<file path="config.mk">
export PLATFORM = sky130hd
export DESIGN_NAME = der_signature_parser
export DESIGN_NICKNAME = d
export VERILOG_FILES = /design/src/design/dersig_pkg.sv /design/src/design/dersig_front.sv /design/src/design/dersig_queue.sv /design/src/design/dersig_back.sv /design/src/design/der_signature_parser.sv
export SDC_FILE = /design/constraint.sdc
export NUM_CORES = 1
export LEC_CHECK = 0
export ABC_AREA = 1
export CAP_MARGIN = 30
export CORE_ASPECT_RATIO = 0.8
export CORE_MARGIN = 4
export CORE_UTILIZATION = 35
export CTS_BUF_LIST = sky130_fd_sc_hd__clkbuf_16
export DETAILED_ROUTE_END_ITERATION = 7
export DONT_BUFFER_PORTS = 1
export GPL_TIMING_DRIVEN = 0
export MAX_ROUTING_LAYER = met4
export PLACE_DENSITY_LB_ADDON = 0.05
export SLEW_MARGIN = 15
export SYNTH_ARGS = -nofsm -noshare
export SYNTH_HDL_FRONTEND = slang
export SYNTH_SLANG_ARGS = --single-unit
</file>
<file path="constraint.sdc">
create_clock -name aclk -period 7.75 [get_ports aclk]
set_input_delay 0 -clock aclk [delete_from_list [all_inputs] [get_ports aclk]]
set_output_delay 0 -clock aclk [all_outputs]
set_load 0.05 [all_outputs]
</file>
<file path="src/design/dersig_pkg.sv">
`timescale 1ns / 1ps
// ----------------------------------------------------------------------------
// dersig_pkg
// Shared types and constants for the DER signature parser.
// ----------------------------------------------------------------------------
package dersig_pkg;

    localparam int MAX_INPUT_BYTES = 256;
    localparam int LEN_MAX         = (MAX_INPUT_BYTES > 127) ? MAX_INPUT_BYTES : 127;
    localparam int LEN_W           = $clog2(LEN_MAX + 1);
    localparam int ACC_W           = LEN_W + 8;

    localparam int QUEUE_DEPTH = 4;
    localparam int QPTR_W      = $clog2(QUEUE_DEPTH);

    localparam int OUT_DATA_W = 40;

    localparam logic [7:0] TAG_SEQUENCE      = 8'h30;
    localparam logic [7:0] TAG_INTEGER       = 8'h02;
    localparam logic [7:0] LEN_BAD_INDEF     = 8'h80;
    localparam logic [7:0] LEN_BAD_RESERVED  = 8'hFF;
    localparam logic [6:0] LEN_LONG_MAX      = 7'd8;
    localparam logic [7:0] COUNT_MAX         = 8'd255;
    localparam logic [7:0] MAX_INT_LEN_RESET = 8'd32;
    localparam logic [ACC_W-1:0] LONG_FORM_MIN = ACC_W'(128);
    localparam logic [ACC_W-1:0] LEN_BOUND     = ACC_W'(MAX_INPUT_BYTES);

    typedef enum logic [2:0] {
        PH_SEQ_TAG,
        PH_SEQ_LEN,
        PH_SEQ_LEN_MORE,
        PH_INT_TAG,
        PH_INT_LEN,
        PH_INT_LEN_MORE,
        PH_INT_VAL,
        PH_DONE
    } phase_t;

    typedef enum logic [1:0] {
        KIND_R       = 2'd0,
        KIND_S       = 2'd1,
        KIND_VERDICT = 2'd2
    } kind_t;

    // one queue entry: an optional value beat and an optional verdict beat
    typedef struct packed {
        logic       has_value;
        logic       is_s;
        logic [7:0] value_byte;
        logic [7:0] value_index;
        logic       has_verdict;
        logic       sig_ok;
        logic [7:0] r_length;
        logic [7:0] s_length;
    } rec_t;

endpackage

</file>
<file path="src/design/dersig_front.sv">
`timescale 1ns / 1ps
// ----------------------------------------------------------------------------
// dersig_front
// Byte parser: takes input beats, walks the DER structure and queues results.
// ----------------------------------------------------------------------------
module dersig_front (
    input  logic             aclk,
    input  logic             aresetn,
    input  logic             s_axis_tvalid,
    output logic             s_axis_tready,
    input  logic [7:0]       s_axis_tdata,
    input  logic             s_axis_tlast,
    input  logic             cfg_we,
    input  logic [7:0]       cfg_wdata,
    input  logic             q_full,
    output logic             q_push,
    output dersig_pkg::rec_t q_rec
);
    import dersig_pkg::*;

    phase_t           phase_reg, phase_next;
    logic [LEN_W-1:0] accum_reg, accum_next;
    logic [3:0]       lbytes_reg, lbytes_next;
    logic [LEN_W-1:0] seq_left_reg, seq_left_next;
    logic [LEN_W-1:0] int_left_reg, int_left_next;
    logic             isel_reg, isel_next;
    logic             first_reg, first_next;
    logic             lz_reg, lz_next;
    logic [7:0]       r_cnt_reg, r_cnt_next;
    logic [7:0]       s_cnt_reg, s_cnt_next;
    logic             err_reg, err_next;
    logic [7:0]       max_len_reg;

    logic             fire;
    logic [7:0]       b;
    logic             is_seq;
    logic             fin_en;
    logic [LEN_W-1:0] fin_len;
    logic             end_int;
    logic             emit;
    logic [7:0]       emit_index;
    logic [ACC_W-1:0] acc;
    logic [LEN_W-1:0] il_dec;
    logic [3:0]       lb_dec;
    logic             go;
    logic [7:0]       cnt;
    logic             ok;

    assign s_axis_tready = !q_full;
    assign fire          = s_axis_tvalid && s_axis_tready;
    assign b             = s_axis_tdata;

    always_comb begin
        phase_next    = phase_reg;
        accum_next    = accum_reg;
        lbytes_next   = lbytes_reg;
        seq_left_next = seq_left_reg;
        int_left_next = int_left_reg;
        isel_next     = isel_reg;
        first_next    = first_reg;
        lz_next       = lz_reg;
        r_cnt_next    = r_cnt_reg;
        s_cnt_next    = s_cnt_reg;
        err_next      = err_reg;
        is_seq        = (phase_reg == PH_SEQ_LEN) || (phase_reg == PH_SEQ_LEN_MORE);
        fin_en        = 1'b0;
        fin_len       = '0;
        end_int       = 1'b0;
        emit          = 1'b0;
        emit_index    = '0;
        acc           = {accum_reg, b};
        il_dec        = int_left_reg - LEN_W'(1);
        lb_dec        = lbytes_reg - 4'd1;
        go            = 1'b1;
        cnt           = isel_reg ? s_cnt_reg : r_cnt_reg;

        if (!err_reg) begin
            if (phase_reg == PH_INT_TAG || phase_reg == PH_INT_LEN ||
                phase_reg == PH_INT_LEN_MORE || phase_reg == PH_INT_VAL ||
                phase_reg == PH_DONE) begin
                if (phase_reg == PH_DONE || seq_left_reg == '0) begin
                    err_next = 1'b1;
                    go       = 1'b0;
                end else begin
                    seq_left_next = seq_left_reg - LEN_W'(1);
                end
            end
            if (go) begin
                case (phase_reg)
                    PH_SEQ_TAG: begin
                        if (b == TAG_SEQUENCE) phase_next = PH_SEQ_LEN;
                        else err_next = 1'b1;
                    end
                    PH_INT_TAG: begin
                        if (b == TAG_INTEGER) phase_next = PH_INT_LEN;
                        else err_next = 1'b1;
                    end
                    PH_SEQ_LEN, PH_INT_LEN: begin
                        if (b == LEN_BAD_RESERVED || b == LEN_BAD_INDEF) begin
                            err_next = 1'b1;
                        end else if (!b[7]) begin
                            fin_en  = 1'b1;
                            fin_len = LEN_W'(b);
                        end else if (b[6:0] > LEN_LONG_MAX) begin
                            err_next = 1'b1;
                        end else begin
                            lbytes_next = b[3:0];
                            accum_next  = '0;
                            phase_next  = is_seq ? PH_SEQ_LEN_MORE : PH_INT_LEN_MORE;
                        end
                    end
                    PH_SEQ_LEN_MORE, PH_INT_LEN_MORE: begin
                        if (accum_reg == '0 && b == 8'd0) begin
                            err_next = 1'b1;
                        end else if (acc > LEN_BOUND) begin
                            err_next = 1'b1;
                        end else begin
                            accum_next  = acc[LEN_W-1:0];
                            lbytes_next = lb_dec;
                            if (lb_dec == 4'd0) begin
                                if (acc < LONG_FORM_MIN) begin
                                    err_next = 1'b1;
                                end else begin
                                    fin_en  = 1'b1;
                                    fin_len = acc[LEN_W-1:0];
                                end
                            end
                        end
                    end
                    PH_INT_VAL: begin
                        int_left_next = il_dec;
                        if (first_reg) begin
                            first_next = 1'b0;
                            if (b[7]) begin
                                err_next = 1'b1;
                                go       = 1'b0;
                            end else if (b == 8'd0) begin
                                go = 1'b0;
                                if (il_dec != '0) lz_next = 1'b1;
                                else end_int = 1'b1;
                            end
                        end else if (lz_reg) begin
                            lz_next = 1'b0;
                            if (!b[7]) begin
                                err_next = 1'b1;
                                go       = 1'b0;
                            end
                        end
                        if (go) begin
                            if (cnt == COUNT_MAX) begin
                                err_next = 1'b1;
                            end else begin
                                emit       = 1'b1;
                                emit_index = cnt;
                                if (isel_reg) s_cnt_next = cnt + 8'd1;
                                else r_cnt_next = cnt + 8'd1;
                                if (il_dec == '0) end_int = 1'b1;
                            end
                        end
                    end
                    default: begin
                        err_next = 1'b1;
                    end
                endcase
            end
        end

        if (fin_en) begin
            if (is_seq) begin
                seq_left_next = fin_len;
                phase_next    = PH_INT_TAG;
            end else begin
                int_left_next = fin_len;
                first_next    = 1'b1;
                lz_next       = 1'b0;
                if (fin_len == '0) end_int = 1'b1;
                else phase_next = PH_INT_VAL;
            end
        end
        if (end_int) begin
            lz_next = 1'b0;
            if (!isel_reg) begin
                isel_next  = 1'b1;
                phase_next = PH_INT_TAG;
            end else begin
                phase_next = PH_DONE;
            end
        end

        ok = !err_next && phase_next == PH_DONE && seq_left_next == '0 &&
             r_cnt_next <= max_len_reg && s_cnt_next <= max_len_reg;

        q_rec.has_value   = emit;
        q_rec.is_s        = isel_reg;
        q_rec.value_byte  = b;
        q_rec.value_index = emit_index;
        q_rec.has_verdict = s_axis_tlast;
        q_rec.sig_ok      = ok;
        q_rec.r_length    = r_cnt_next;
        q_rec.s_length    = s_cnt_next;
        q_push            = fire && (emit || s_axis_tlast);
    end

    always_ff @(posedge aclk) begin
        if (!aresetn || (fire && s_axis_tlast)) begin
            phase_reg    <= PH_SEQ_TAG;
            accum_reg    <= '0;
            lbytes_reg   <= '0;
            seq_left_reg <= '0;
            int_left_reg <= '0;
            isel_reg     <= 1'b0;
            first_reg    <= 1'b1;
            lz_reg       <= 1'b0;
            r_cnt_reg    <= '0;
            s_cnt_reg    <= '0;
            err_reg      <= 1'b0;
        end else if (fire) begin
            phase_reg    <= phase_next;
            accum_reg    <= accum_next;
            lbytes_reg   <= lbytes_next;
            seq_left_reg <= seq_left_next;
            int_left_reg <= int_left_next;
            isel_reg     <= isel_next;
            first_reg    <= first_next;
            lz_reg       <= lz_next;
            r_cnt_reg    <= r_cnt_next;
            s_cnt_reg    <= s_cnt_next;
            err_reg      <= err_next;
        end
    end

    always_ff @(posedge aclk) begin
        if (!aresetn) begin
            max_len_reg <= MAX_INT_LEN_RESET;
        end else if (cfg_we) begin
            max_len_reg <= cfg_wdata;
        end
    end

endmodule

</file>
<file path="src/design/dersig_queue.sv">
`timescale 1ns / 1ps
// ----------------------------------------------------------------------------
// dersig_queue
// Short FIFO of parse records between the parser and the beat emitter.
// ----------------------------------------------------------------------------
module dersig_queue (
    input  logic             aclk,
    input  logic             aresetn,
    input  logic             push,
    input  dersig_pkg::rec_t push_rec,
    input  logic             pop,
    output dersig_pkg::rec_t head_rec,
    output logic             empty,
    output logic             full
);
    import dersig_pkg::*;

    rec_t              mem_reg [QUEUE_DEPTH];
    logic [QPTR_W-1:0] wr_ptr_reg;
    logic [QPTR_W-1:0] rd_ptr_reg;
    logic [QPTR_W:0]   count_reg;
    logic              do_push;
    logic              do_pop;

    assign empty    = (count_reg == '0);
    assign full     = (count_reg == (QPTR_W + 1)'(QUEUE_DEPTH));
    assign do_push  = push && !full;
    assign do_pop   = pop && !empty;
    assign head_rec = mem_reg[rd_ptr_reg];

    always_ff @(posedge aclk) begin
        if (do_push) begin
            mem_reg[wr_ptr_reg] <= push_rec;
        end
    end

    always_ff @(posedge aclk) begin
        if (!aresetn) begin
            wr_ptr_reg <= '0;
            rd_ptr_reg <= '0;
            count_reg  <= '0;
        end else begin
            if (do_push) wr_ptr_reg <= wr_ptr_reg + QPTR_W'(1);
            if (do_pop) rd_ptr_reg <= rd_ptr_reg + QPTR_W'(1);
            case ({do_push, do_pop})
                2'b10:   count_reg <= count_reg + (QPTR_W + 1)'(1);
                2'b01:   count_reg <= count_reg - (QPTR_W + 1)'(1);
                default: count_reg <= count_reg;
            endcase
        end
    end

endmodule

</file>
<file path="src/design/dersig_back.sv">
`timescale 1ns / 1ps
// ----------------------------------------------------------------------------
// dersig_back
// Beat emitter: turns queued records into value and verdict output beats.
// ----------------------------------------------------------------------------
module dersig_back (
    input  logic                                aclk,
    input  logic                                aresetn,
    input  dersig_pkg::rec_t                    head_rec,
    input  logic                                q_empty,
    output logic                                q_pop,
    output logic                                m_axis_tvalid,
    input  logic                                m_axis_tready,
    output logic [dersig_pkg::OUT_DATA_W-1:0]   m_axis_tdata,
    output logic                                m_axis_tlast,
    output logic [1:0]                          m_axis_tuser
);
    import dersig_pkg::*;

    logic                  m_tvalid_reg;
    logic [OUT_DATA_W-1:0] m_tdata_reg;
    logic                  m_tlast_reg;
    logic [1:0]            m_tuser_reg;
    logic                  pend_reg;
    logic                  pend_ok_reg;
    logic [7:0]            pend_r_reg;
    logic [7:0]            pend_s_reg;
    logic                  out_free;

    assign out_free = !m_tvalid_reg || m_axis_tready;
    assign q_pop    = out_free && !pend_reg && !q_empty;

    assign m_axis_tvalid = m_tvalid_reg;
    assign m_axis_tdata  = m_tdata_reg;
    assign m_axis_tlast  = m_tlast_reg;
    assign m_axis_tuser  = m_tuser_reg;

    always_ff @(posedge aclk) begin
        if (!aresetn) begin
            m_tvalid_reg <= 1'b0;
            pend_reg     <= 1'b0;
        end else if (out_free) begin
            if (pend_reg) begin
                m_tvalid_reg <= 1'b1;
                pend_reg     <= 1'b0;
            end else if (!q_empty) begin
                m_tvalid_reg <= 1'b1;
                pend_reg     <= head_rec.has_value && head_rec.has_verdict;
            end else begin
                m_tvalid_reg <= 1'b0;
            end
        end
    end

    // tdata: out_byte, value_index, sig_ok, r_length, s_length, zero pad
    always_ff @(posedge aclk) begin
        if (out_free) begin
            if (pend_reg) begin
                m_tuser_reg <= KIND_VERDICT;
                m_tlast_reg <= 1'b1;
                m_tdata_reg <= OUT_DATA_W'({pend_s_reg, pend_r_reg, pend_ok_reg, 16'd0});
            end else if (!q_empty) begin
                pend_ok_reg <= head_rec.sig_ok;
                pend_r_reg  <= head_rec.r_length;
                pend_s_reg  <= head_rec.s_length;
                if (head_rec.has_value) begin
                    m_tuser_reg <= head_rec.is_s ? KIND_S : KIND_R;
                    m_tlast_reg <= !head_rec.has_verdict;
                    m_tdata_reg <= OUT_DATA_W'({head_rec.value_index, head_rec.value_byte});
                end else begin
                    m_tuser_reg <= KIND_VERDICT;
                    m_tlast_reg <= 1'b1;
                    m_tdata_reg <= OUT_DATA_W'({head_rec.s_length, head_rec.r_length,
                                                head_rec.sig_ok, 16'd0});
                end
            end
        end
    end

endmodule

</file>
<file path="src/design/der_signature_parser.sv">
`timescale 1ns / 1ps
// ----------------------------------------------------------------------------
// der_signature_parser
// Streaming DER ECDSA signature checker with r and s byte extraction.
// ----------------------------------------------------------------------------
// Input beats carry one signature byte in s_axis_tdata[7:0]; s_axis_tlast
// marks the final byte. Each byte gives at most one r or s value beat and the
// final byte also gives a verdict beat (m_axis_tuser = 2) carrying sig_ok and
// the r and s lengths. m_axis_tlast marks the last beat caused by one byte.
// Value beats of a signature whose verdict is 0 must be discarded.
// The parser takes one byte per cycle while the queue is not full; its state
// update completes in the cycle of acceptance and the record enters a
// four-entry queue. A result beat passes through the queue and then the
// output register. The emitter gives one beat per cycle while the receiver
// is ready, so a final byte that also carries a value gives two output beats.
// When the receiver stalls the queue fills and s_axis_tready drops once it
// holds four records; nothing is lost.
// Reset clears the parser, the queue and the output valid flag and loads
// max_int_len with 32. cfg_we writes cfg_wdata into max_int_len at once.
// ----------------------------------------------------------------------------
module der_signature_parser (
    input  logic                                aclk,
    input  logic                                aresetn,
    input  logic                                s_axis_tvalid,
    output logic                                s_axis_tready,
    input  logic [7:0]                          s_axis_tdata,  // in_byte
    input  logic                                s_axis_tlast,
    output logic                                m_axis_tvalid,
    input  logic                                m_axis_tready,
    // out_byte[7:0], value_index[15:8], sig_ok[16], r_length[24:17],
    // s_length[32:25], zero [39:33]
    output logic [dersig_pkg::OUT_DATA_W-1:0]   m_axis_tdata,
    output logic                                m_axis_tlast,
    output logic [1:0]                          m_axis_tuser,  // out_kind
    input  logic                                cfg_we,
    input  logic [7:0]                          cfg_wdata
);
    import dersig_pkg::*;

    rec_t push_rec;
    rec_t head_rec;
    logic q_push;
    logic q_pop;
    logic q_empty;
    logic q_full;

    dersig_front u_front (
        .aclk          (aclk),
        .aresetn       (aresetn),
        .s_axis_tvalid (s_axis_tvalid),
        .s_axis_tready (s_axis_tready),
        .s_axis_tdata  (s_axis_tdata),
        .s_axis_tlast  (s_axis_tlast),
        .cfg_we        (cfg_we),
        .cfg_wdata     (cfg_wdata),
        .q_full        (q_full),
        .q_push        (q_push),
        .q_rec         (push_rec)
    );

    dersig_queue u_queue (
        .aclk     (aclk),
        .aresetn  (aresetn),
        .push     (q_push),
        .push_rec (push_rec),
        .pop      (q_pop),
        .head_rec (head_rec),
        .empty    (q_empty),
        .full     (q_full)
    );

    dersig_back u_back (
        .aclk          (aclk),
        .aresetn       (aresetn),
        .head_rec      (head_rec),
        .q_empty       (q_empty),
        .q_pop         (q_pop),
        .m_axis_tvalid (m_axis_tvalid),
        .m_axis_tready (m_axis_tready),
        .m_axis_tdata  (m_axis_tdata),
        .m_axis_tlast  (m_axis_tlast),
        .m_axis_tuser  (m_axis_tuser)
    );

    a_verdict_shape: assert property (@(posedge aclk) disable iff (!aresetn)
        (m_axis_tvalid && m_axis_tuser == KIND_VERDICT)
            |-> (m_axis_tlast && m_axis_tdata[15:0] == 16'd0))
        else $error("verdict beat malformed");

    a_value_shape: assert property (@(posedge aclk) disable iff (!aresetn)
        (m_axis_tvalid && m_axis_tuser != KIND_VERDICT)
            |-> (m_axis_tdata[32:16] == 17'd0 &&
                 (m_axis_tuser == KIND_R || m_axis_tuser == KIND_S)))
        else $error("value beat carries verdict fields");

    a_reset_idle: assert property (@(posedge aclk) disable iff (!aresetn)
        $past(!aresetn) |-> !m_axis_tvalid)
        else $error("output valid straight after reset");

    a_ready_queue: assert property (@(posedge aclk) disable iff (!aresetn)
        (q_push |-> !q_full))
        else $error("push into full queue");

endmodule

</file>
### After elaboration in Yosys (flattened, before gate mapping)

Memories as Yosys holds them, arrays and structs flattened. A register that Yosys moved wholly into a read port is not among the register bits.
Cells that the tools add are included.

| operators by class | value |
|---|---|
| order comparisons | 5 |
| equal/unequal tests | 22 |
| add/sub/neg operators | 8 |
| muxes and demuxes | 153 |
| reduce and logical (&&, ||, !) cells | 48 |
| bitwise operators | 3 |

Operators by type and width:

| cell | number |
|---|---|
| two-way mux 9 bit | 22 |
| two-way mux 8 bit | 18 |
| two-way mux 1 bit | 80 |
| two-way mux 33 bit | 2 |
| zero test 9 bit | 5 |
| two-way mux 40 bit | 1 |
| two-way mux 3 bit | 13 |
| one-hot mux 9 bit (2 select lines) | 2 |
| equality test 8 bit, second input constant | 3 |
| two-way mux 4 bit | 5 |
| equality test 3 bit, second input constant | 6 |
| subtractor 9 x 1 -> 9 bit, second input constant | 2 |
| greater-than comparator 17 x 9 -> 1 bit, second input constant | 1 |
| < comparator 17 x 8 -> 1 bit, second input constant | 1 |
| less-or-equal comparator 8 bit | 2 |
| logical AND 1 bit | 13 |
| != test 2 bit, second input constant | 6 |
| logical OR 1 bit | 10 |
| one-hot mux 3 bit (3 select lines) | 1 |
| AND reduction 9 bit | 1 |
| nonzero test 9 bit | 1 |
| adder 8 x 1 -> 8 bit, second input constant | 1 |
| equality test 8 x 2 -> 1 bit, second input constant | 1 |
| equality test 8 x 6 -> 1 bit, second input constant | 1 |
| other kinds (24) | 41 |

| word-level totals | value |
|---|---|
| bits in writable memories | 144 |
| input bits | 22 |
| logic and storage cells | 264 |
| output and inout port bits | 45 |
| register bits after elaboration | 131 |
| memories | 1 |

Memories:

| memory | depth | width | rd ports | clocked after memory_dff | write ports | RTL line | text |
|---|---|---|---|---|---|---|---|
| u_queue.mem_reg | 4 | 36 | 1 | 1 | 1 | dersig_queue.sv:18 | `rec_t mem_reg [QUEUE_DEPTH];` |

### Logic depth before layout (Yosys ltp)

Gate-level depths: netlist of run 1.

| logic depth | value |
|---|---|
| word-level depth | 22 |
| mapped depth | 32 |
| mapped depth without buffers | 30 |

### Modules after synthesis

Synthesis of run 1 repeated with hierarchy kept, for this count alone.

| unflattened totals | value |
|---|---|
| cell total of the unflattened synthesis | 1361 |
| area, all modules | 12993.7 µm² |

Modules (own cells, without submodules):

| module | instances | area an instance (µm²) | sequential area each (µm²) | cells an instance |
|---|---|---|---|---|
| dersig_queue | 1 | 5866.9 | 4504.3 | 418 |
| dersig_front | 1 | 4932.2 | 1241.2 | 766 |
| dersig_back | 1 | 2194.6 | 1631.6 | 177 |

### Least setup slack after synthesis of run 1

Ideal clock, no wire load.

| timing path | value |
|---|---|
| path kind | register -> register |
| start point | register u_front.isel_reg |
| end point | memory u_queue.mem_reg[0][0] in the netlist's numbering, enable pin |
| required time | 7.321 ns |
| arrival time | 3.418 ns |
| cell stages (with the launch flop) | 16 |
| slack | 3.903 ns |
| path buffers | 3 |
| clock period less this slack | 3.847 ns |
| setup time | 0.429 ns |
| cell sequence | dfxtp_1 buf_4 buf_6 o21ai_0 inv_1 ha_1 nand2_1 nor2_1 nand4_1 nand2_1 inv_2 nand2_2 buf_6 inv_2 o21ai_4 nor2_1 |

RTL lines:

| item | RTL line | text |
|---|---|---|
| start, declared | dersig_front.sv:26 | `logic isel_reg, isel_next;` |
| start signal, assigned | dersig_front.sv:223 | `isel_reg <= isel_next;` |
| end, declared | dersig_queue.sv:18 |  |

==> summary.md, run 1 <==
| Metric | Value |
|---|---|
| Antenna-violating nets left | 0 |
| Crit path required time | roughly 8100 ps |
| Crit path max fanout | 10 |
| Worst-path clk slew | 60 ps |
| First-pass GRT wire length | approximately 52 mm |
| Simple-gate share of the synthesized area | 0.147 |
| Synth Area in Compound Gates | 0.141 |
| Main combinational cell family by area after synthesis | simple AND/OR/NAND/NOR gates |
| Clock skew | ~19 ps |
| Cell Int Power | between 2 and 3 mW |
| Die H | approximately 180 um |
| Clk buf depth | 3 |
| Min cycle time layout | about 5100 ps |
| Post-Route WL | about 34 mm |
| Hold path start | s_axis_tdata[7] |
| IR drop worst, VDD | 0.179 mV |
| NetSw | approximately 1.9 mW |
| Xor/xnor share of the synthesized area | 0.0155 |
| Total die area | 0.0383 sq mm |
| Commonest non-fill, non-tap cell in the layout | edfxtp_1 |
| Final Total Pwr | approximately 4.9 mW |
| WP buf/inv | 8 |
| Clock root cell | clkbuf_16 |
| Via count | roughly 8,800 |
| CTS tree | done |
| Share of cells above drive strength 1 | 0.0816 |
| # setup viols final | 0 |
| Mean Syn Cell Area | between 9 and 10 sq um |
| FP Rows | 61 |
| CTS resizes | 0 |
| Status | finished, final reports clean |
| Worst Path Arrival | 5430 ps |
| Combinational power share | 0.258 |
| Number of synthesized flops with an enable pin | just under 200 |
| Synth Instances | ~1,300 |
| RSZ-0062 raised after global routing | false |
| 1st-pass router iterations | 5 |
| Ys Warns | 0 |
| Yosys reg bits | between 200 and 300 |
| CP Capture Type | register |
| Die width | 218 um |
| Area of the multi-input gates | 0.00416 sq mm |
| Register Area | between 0.007 and 0.008 sq mm |
| Ys flop type | edfxtp_1 |
| Leak pwr | about 5.4 nW |
| Max-slew violations | 0 |
| Clock latency on the worst-skew pair | roughly 570 ps |
| Sw Ratio | 0.391 |
| Vias per cell | roughly 4.8 |
| Max reg flops | approximately 140 |
| Crit Path Category | reg2reg |
| Max incr delay on CP | slightly below 500 ps |
| PwrDens | ~350 mW/mm^2 |
| Detailed Place HPWL | 23.2 mm |
| FFs w/ async S/R, synth | 0 |
| Crit start category | register |
| Worst Max-Slew Pin Slew | about 900 ps |
| Max_cap viols | 0 |
| CTS Buf Count | 29 |
| Post-Syn Area | 0.0123 sq mm |
| Final setup TNS | 0 ps |
| Reg power frac | 0.480 |
| Commonest non-fill, non-tap cells in the layout | edfxtp_1, nor2_1, nand2_1 |
| Post-layout nets | ~1,400 |
| RePlAce Congestion | approximately 0.9 |
| GRT Util Overall | 0.179 |
| Overflow after GRT | 0 |
| Filler cells | roughly 3,500 |
| CP Launch Point | u_front.isel_reg$_SDFFE_PP0P_ |
| Largest net degree at the start of global routing | 37 |
| Path type of the worst min-delay path | in2reg |
| Synth Area in Adders | 0.0290 |
| Num Clock Sinks | 270 |
| Final period utilization | 0.657 |
| Final core utilization | 0.408 |
| Hold Fails Final Rpt | 0 |
| Ranking of synthesized cells by area | edfxtp_1, dfxtp_1, nor2_1 |
| Initial Utilization | 0.355 |
| Clock Power Share | 0.262 |
| Synth top area share | 0.480 |
| Delay-heaviest family, CP | simple AND/OR/NAND/NOR gates |
| CP max-delay cell | o21ai_0 |
| Vias in the first global route | 8,475 |
| DR WL/cell | between 15 and 20 um |
| H-tree depth | 1 |
| Most Frequent Cell on Critical Path | nand2_1 |
| Sequential share of the synthesized area | 0.599 |
| I/O pins | 67 |
| P&R area growth vs syn | 14.9% |
| Core area | ~0.035 sq mm |
| Rel. slew slack | 0.392 |
| Worst r2r src | u_front.isel_reg$_SDFFE_PP0P_ |
| Number of port buffers | 0 |
| DR DRC count | 0 |
| Cell accounting for the most synthesized area | edfxtp_1 |
| 1st-iter DRT viols | between 600 and 700 |
| Mux share of post-synthesis cell area | 0 |
| Netlist cell types | between 40 and 50 |
| Fmax | between 150 and 200 MHz |
| Initial antenna violation count | 0 |
cell type report:
type / instances / area share
antenna: 1 / 0.000177
clock buffer: 29 / 0.0512
inverter: 151 / 0.0400
tap: 472 / 0.0417
timing repair buffer: 29 / 0.0226
buffer: 57 / 0.0193
clock inverter: 22 / 0.0102
sequential: 270 / 0.521
multi-input combinational: 790 / 0.294
worst paths after layout:
| check | endpoint | slack [ps] | cells after the start |
|---|---|---|---|
| worst max-delay path | u_queue.mem_reg[0][16]$_DFFE_PP_ | 2660 | 30 |
| worst min-delay path | u_front.err_reg$_SDFFE_PP0P_ | 40 | 6 |
| worst max register to register | u_queue.mem_reg[0][16]$_DFFE_PP_ | 2660 | 30 |
| worst min register to register | u_front.accum_reg[2]$_SDFFE_PP0P_ | 470 | 2 |
worst reg2reg max path, delay by kind of cell (launching register included):
family | cells | cell delay (ps)
flip-flops | 1 | 340
adder cells (fa/ha/maj) | 2 | 580
AO/OA/AOI/OAI | 2 | 760
buffers and inverters | 8 | 1150
AND/OR/NAND/NOR | 18 | 2060
timing repair:
action / CTS / global route
setup buffers: 0 / 0
hold buffers: 20 / 0
hold endpoints to repair: 87 / 0
power groups by stage:
stage                     registers, mW  clock network (mW)  logic (mW)
final                              2.35                1.28        1.27
after CTS                          2.35                1.33        1.27
after detailed placement           2.38                   0        1.25
after global routing               2.37                1.39        1.43
after global placement             2.39                   0        1.23
after floorplan                    2.36                   0       0.829
metrics by stage:
step           hold WS, ps  cell area (sq um)  setup WS, ps  instances
2_1_floorplan         98.9              12300          3900       1268
3_3_place_gp           101              12900          2000       1740
3_5_place_dp           101              13100          2650       1747
4_1_cts               29.9              14100          2630       1818
5_1_grt                105              14200          2050       1820
6_report              39.8              14200          2660       1821
cell families (layout without fill, tap and decap cells):
logic type | count (synthesis) | after routing
AOI/OAI and AO/OA | 312 | 312
xor gates and xnor gates | 21 | 21
adders and majority gates | 28 | 28
buffers and inverters | 208 | 288
DFF | 270 | 270
other | 1 | 8
and+or+nand+nor | 422 | 422
metal layers:
layer	track usage	routed length [um]
met1	0.272	17800
met2	0.254	13800
met3	0.0334	1550
met4	0.0282	398
met5	-	0
synthesized netlist by cell type (4+ instances only):
master / number
nor2_1: 183
inv_1: 137
nor3_1: 16
buf_4: 8
nand2_1: 144
a22o_1: 17
o21ai_1: 14
o22ai_1: 20
clkbuf_1: 39
xor2_1: 17
inv_2: 10
nand3_1: 37
clkinv_1: 4
nand2_2: 6
buf_2: 6
a31oi_1: 9
o21ai_0: 133
o21a_1: 4
nand4_1: 14
edfxtp_1: 197
a211oi_1: 11
nor2_2: 10
ha_1: 27
o211ai_1: 4
a21oi_1: 94
dfxtp_1: 73
Power figures use the tool's default switching activity.
==> run 2: changes to the inputs <==
==> constraint.sdc (replaced) <==
create_clock -name aclk -period 4.1 [get_ports aclk]
set_input_delay 0 -clock aclk [delete_from_list [all_inputs] [get_ports aclk]]
set_output_delay 0 -clock aclk [all_outputs]
set_load 0.05 [all_outputs]
==> summary.md, run 2 (synthesis results as in run 1) <==
| Metric | Value |
|---|---|
| Setup slack at placement | -1000 ps (was 2650 ps) |
| CTS Buf Count | 29 (unchanged) |
| FP Rows | 61 (unchanged) |
| RePlAce Congestion | 0.879 (unchanged) |
| Filler cells | 3,459 (was 3,488) |
| Core area | 0.0347 sq mm (unchanged) |
| Min cycle time layout | 3800 ps (was 5090 ps) |
| Status | finished, final reports clean (unchanged) |
| Area of the multi-input gates | 0.00441 sq mm (was 0.00416 sq mm) |
| Clock root cell | clkbuf_16 (unchanged) |
| Vias in the first global route | 8,541 (was 8,475) |
| Initial antenna violation count | 0 (unchanged) |
| GRT Util Overall | 0.180 (was 0.179) |
| Crit start category | register (unchanged) |
| Largest net degree at the start of global routing | 37 (unchanged) |
| Finished Layout Cells | 1,836 (was 1,821) |
| H-tree depth | 1 (unchanged) |
| Crit path required time | 4510 ps (was 8090 ps) |
| Detailed Place HPWL | 23.2 mm (unchanged) |
| Max reg flops | 144 (unchanged) |
| Total die area | 0.0383 sq mm (unchanged) |
| DR DRC count | 0 (unchanged) |
| Vias per cell | 4.82 (about the same) |
| First-pass GRT wire length | 52.1 mm (was 51.8 mm) |
| Final setup margin | 302 ps (was 2660 ps) |
| PwrDens | 641 mW/mm^2 (was 346 mW/mm^2) |
| Share of cells above drive strength 1 | 0.120 (was 0.0816) |
| CTS tree | done (unchanged) |
| CP Capture Type | register (unchanged) |
| Path type of the worst min-delay path | in2reg (unchanged) |
| Antenna-violating nets left | 0 (unchanged) |
| Hold Fails Final Rpt | 0 (unchanged) |
| Max incr delay on CP | 330 ps (was 490 ps) |
| Num Clock Sinks | 270 (unchanged) |
| Rel. slew slack | 0.480 (was 0.392) |
| Crit Path Category | reg2reg (unchanged) |
| Clock skew | 19.7 ps (was 19.5 ps) |
| Die H | 176 um (unchanged) |
| Register Area | 0.00738 sq mm (about the same) |
| Final period utilization | 0.926 (was 0.657) |
| Leak pwr | 5.57 nW (was 5.43 nW) |
| Antenna cells | 0 (was 1) |
| Post-layout nets | 1,394 (was 1,378) |
| Max-slew violations | 0 (unchanged) |
| Hold WS | 60.3 ps (was 39.8 ps) |
| Worst-path clk slew | 60 ps (about the same) |
| Commonest non-fill, non-tap cells in the layout | edfxtp_1, nor2_1, nand2_1 (unchanged) |
| Clk buf depth | 3 (unchanged) |
| Crit path max fanout | 10 (unchanged) |
| 1st-iter DRT viols | 611 (was 617) |
| Commonest non-fill, non-tap cell in the layout | edfxtp_1 (unchanged) |
| Via count | 8,848 (was 8,773) |
| Worst Max-Slew Pin Slew | 776 ps (was 902 ps) |
| Design Area, Final | 0.0146 sq mm (was 0.0142 sq mm) |
| Fmax | 263 MHz (was 196 MHz) |
| P&R area growth vs syn | 18.2% (was 14.9%) |
| Max_cap viols | 0 (unchanged) |
| Initial Utilization | 0.355 (unchanged) |
| I/O pins | 67 (unchanged) |
| IR drop worst, VDD | 0.338 mV (was 0.179 mV) |
| Final Total Pwr | 9.34 mW (was 4.90 mW) |
| CP max-delay cell | ha_1 (was o21ai_0) |
| DR WL/cell | 18.4 um (about the same) |
| Clock latency on the worst-skew pair | 570 ps (about the same) |
| Post-Route WL | 33.8 mm (was 33.6 mm) |
| Overflow after GRT | 0 (unchanged) |
| R2R Setup Slk | 300 ps (was 2660 ps) |
| Die width | 218 um (unchanged) |
| Worst Path Arrival | 4210 ps (was 5430 ps) |
| Most Frequent Cell on Critical Path | nand2_1 (unchanged) |
| Dpl cells | 1,747 (unchanged) |
| Number of port buffers | 0 (unchanged) |
| 1st-pass router iterations | 5 (unchanged) |
| # setup viols final | 0 (unchanged) |
| Cell Area, Placed | 0.0131 sq mm (unchanged) |
run 2: cell types whose count changed in the layout (fill, tap and decap cells not counted), sizes merged:
| cell | delta |
|---|---|
| buf | +15 |
| clkbuf | +1 |
| diode | -1 |
run 2: per-stage QoR:
step / utilization / TNS, ps
after CTS: 0.414 / 0
final: 0.419 / 0
after global placement: 0.372 / -235730
after detailed placement: 0.377 / -4010
after global routing: 0.419 / -19.2
after floorplan: - / 0
run 2: timing repair:
action,CTS,global route
resized for setup,49,21
hold buffers,20,0
endpoints found under the hold margin,87,0
endpoints found under the setup margin,4,4
buffers inserted,7,8
gates cloned,1,0
pin swaps,10,17
run 2: final cells by class:
| class | instances | share of cell area |
|---|---|---|
| sequential | 270 | 0.507 |
| tap | 472 | 0.0405 |
| multi-input combinational | 790 | 0.303 |
| clock buffer | 29 | 0.0498 |
| timing repair buffer | 45 | 0.0308 |
| clock inverter | 22 | 0.00988 |
| buffer | 57 | 0.0208 |
| inverter | 151 | 0.0389 |
run 2: power breakdown:
group	switching (mW)	internal [mW]
clock network	1.08	1.35
logic	1.75	0.713
registers	0.825	3.62
run 2: worst max-delay path: cells and delay by family (launching register included):
| kind | cells | cell delay (ps) |
|---|---|---|
| buf+inv | 3 | 360 |
| flops | 1 | 300 |
| simple gates | 18 | 1860 |
| xor+xnor | 1 | 280 |
| fa+ha+maj | 2 | 540 |
| compound gates | 2 | 260 |
run 2: worst paths after layout:
check	startpoint	endpoint	cells past startpoint
setup / recovery	u_front.seq_left_reg[0]$_SDFFE_PP0P_	u_queue.mem_reg[0][16]$_DFFE_PP_	26
hold / removal	s_axis_tdata[6]	u_front.phase_reg[0]$_SDFFE_PP0P_	7
setup reg to reg	u_front.seq_left_reg[0]$_SDFFE_PP0P_	u_queue.mem_reg[0][16]$_DFFE_PP_	26
hold reg to reg	u_front.accum_reg[2]$_SDFFE_PP0P_	u_front.accum_reg[2]$_SDFFE_PP0P_	2
run 2: metal layers:
layer	global-route usage	up-vias	routed length, um
met3	0.0322	35	1560
met2	0.257	167	14000
met1	0.274	4167	17800
met4	0.0279	0	403
met5	-	-	0
li1	-	4479	-
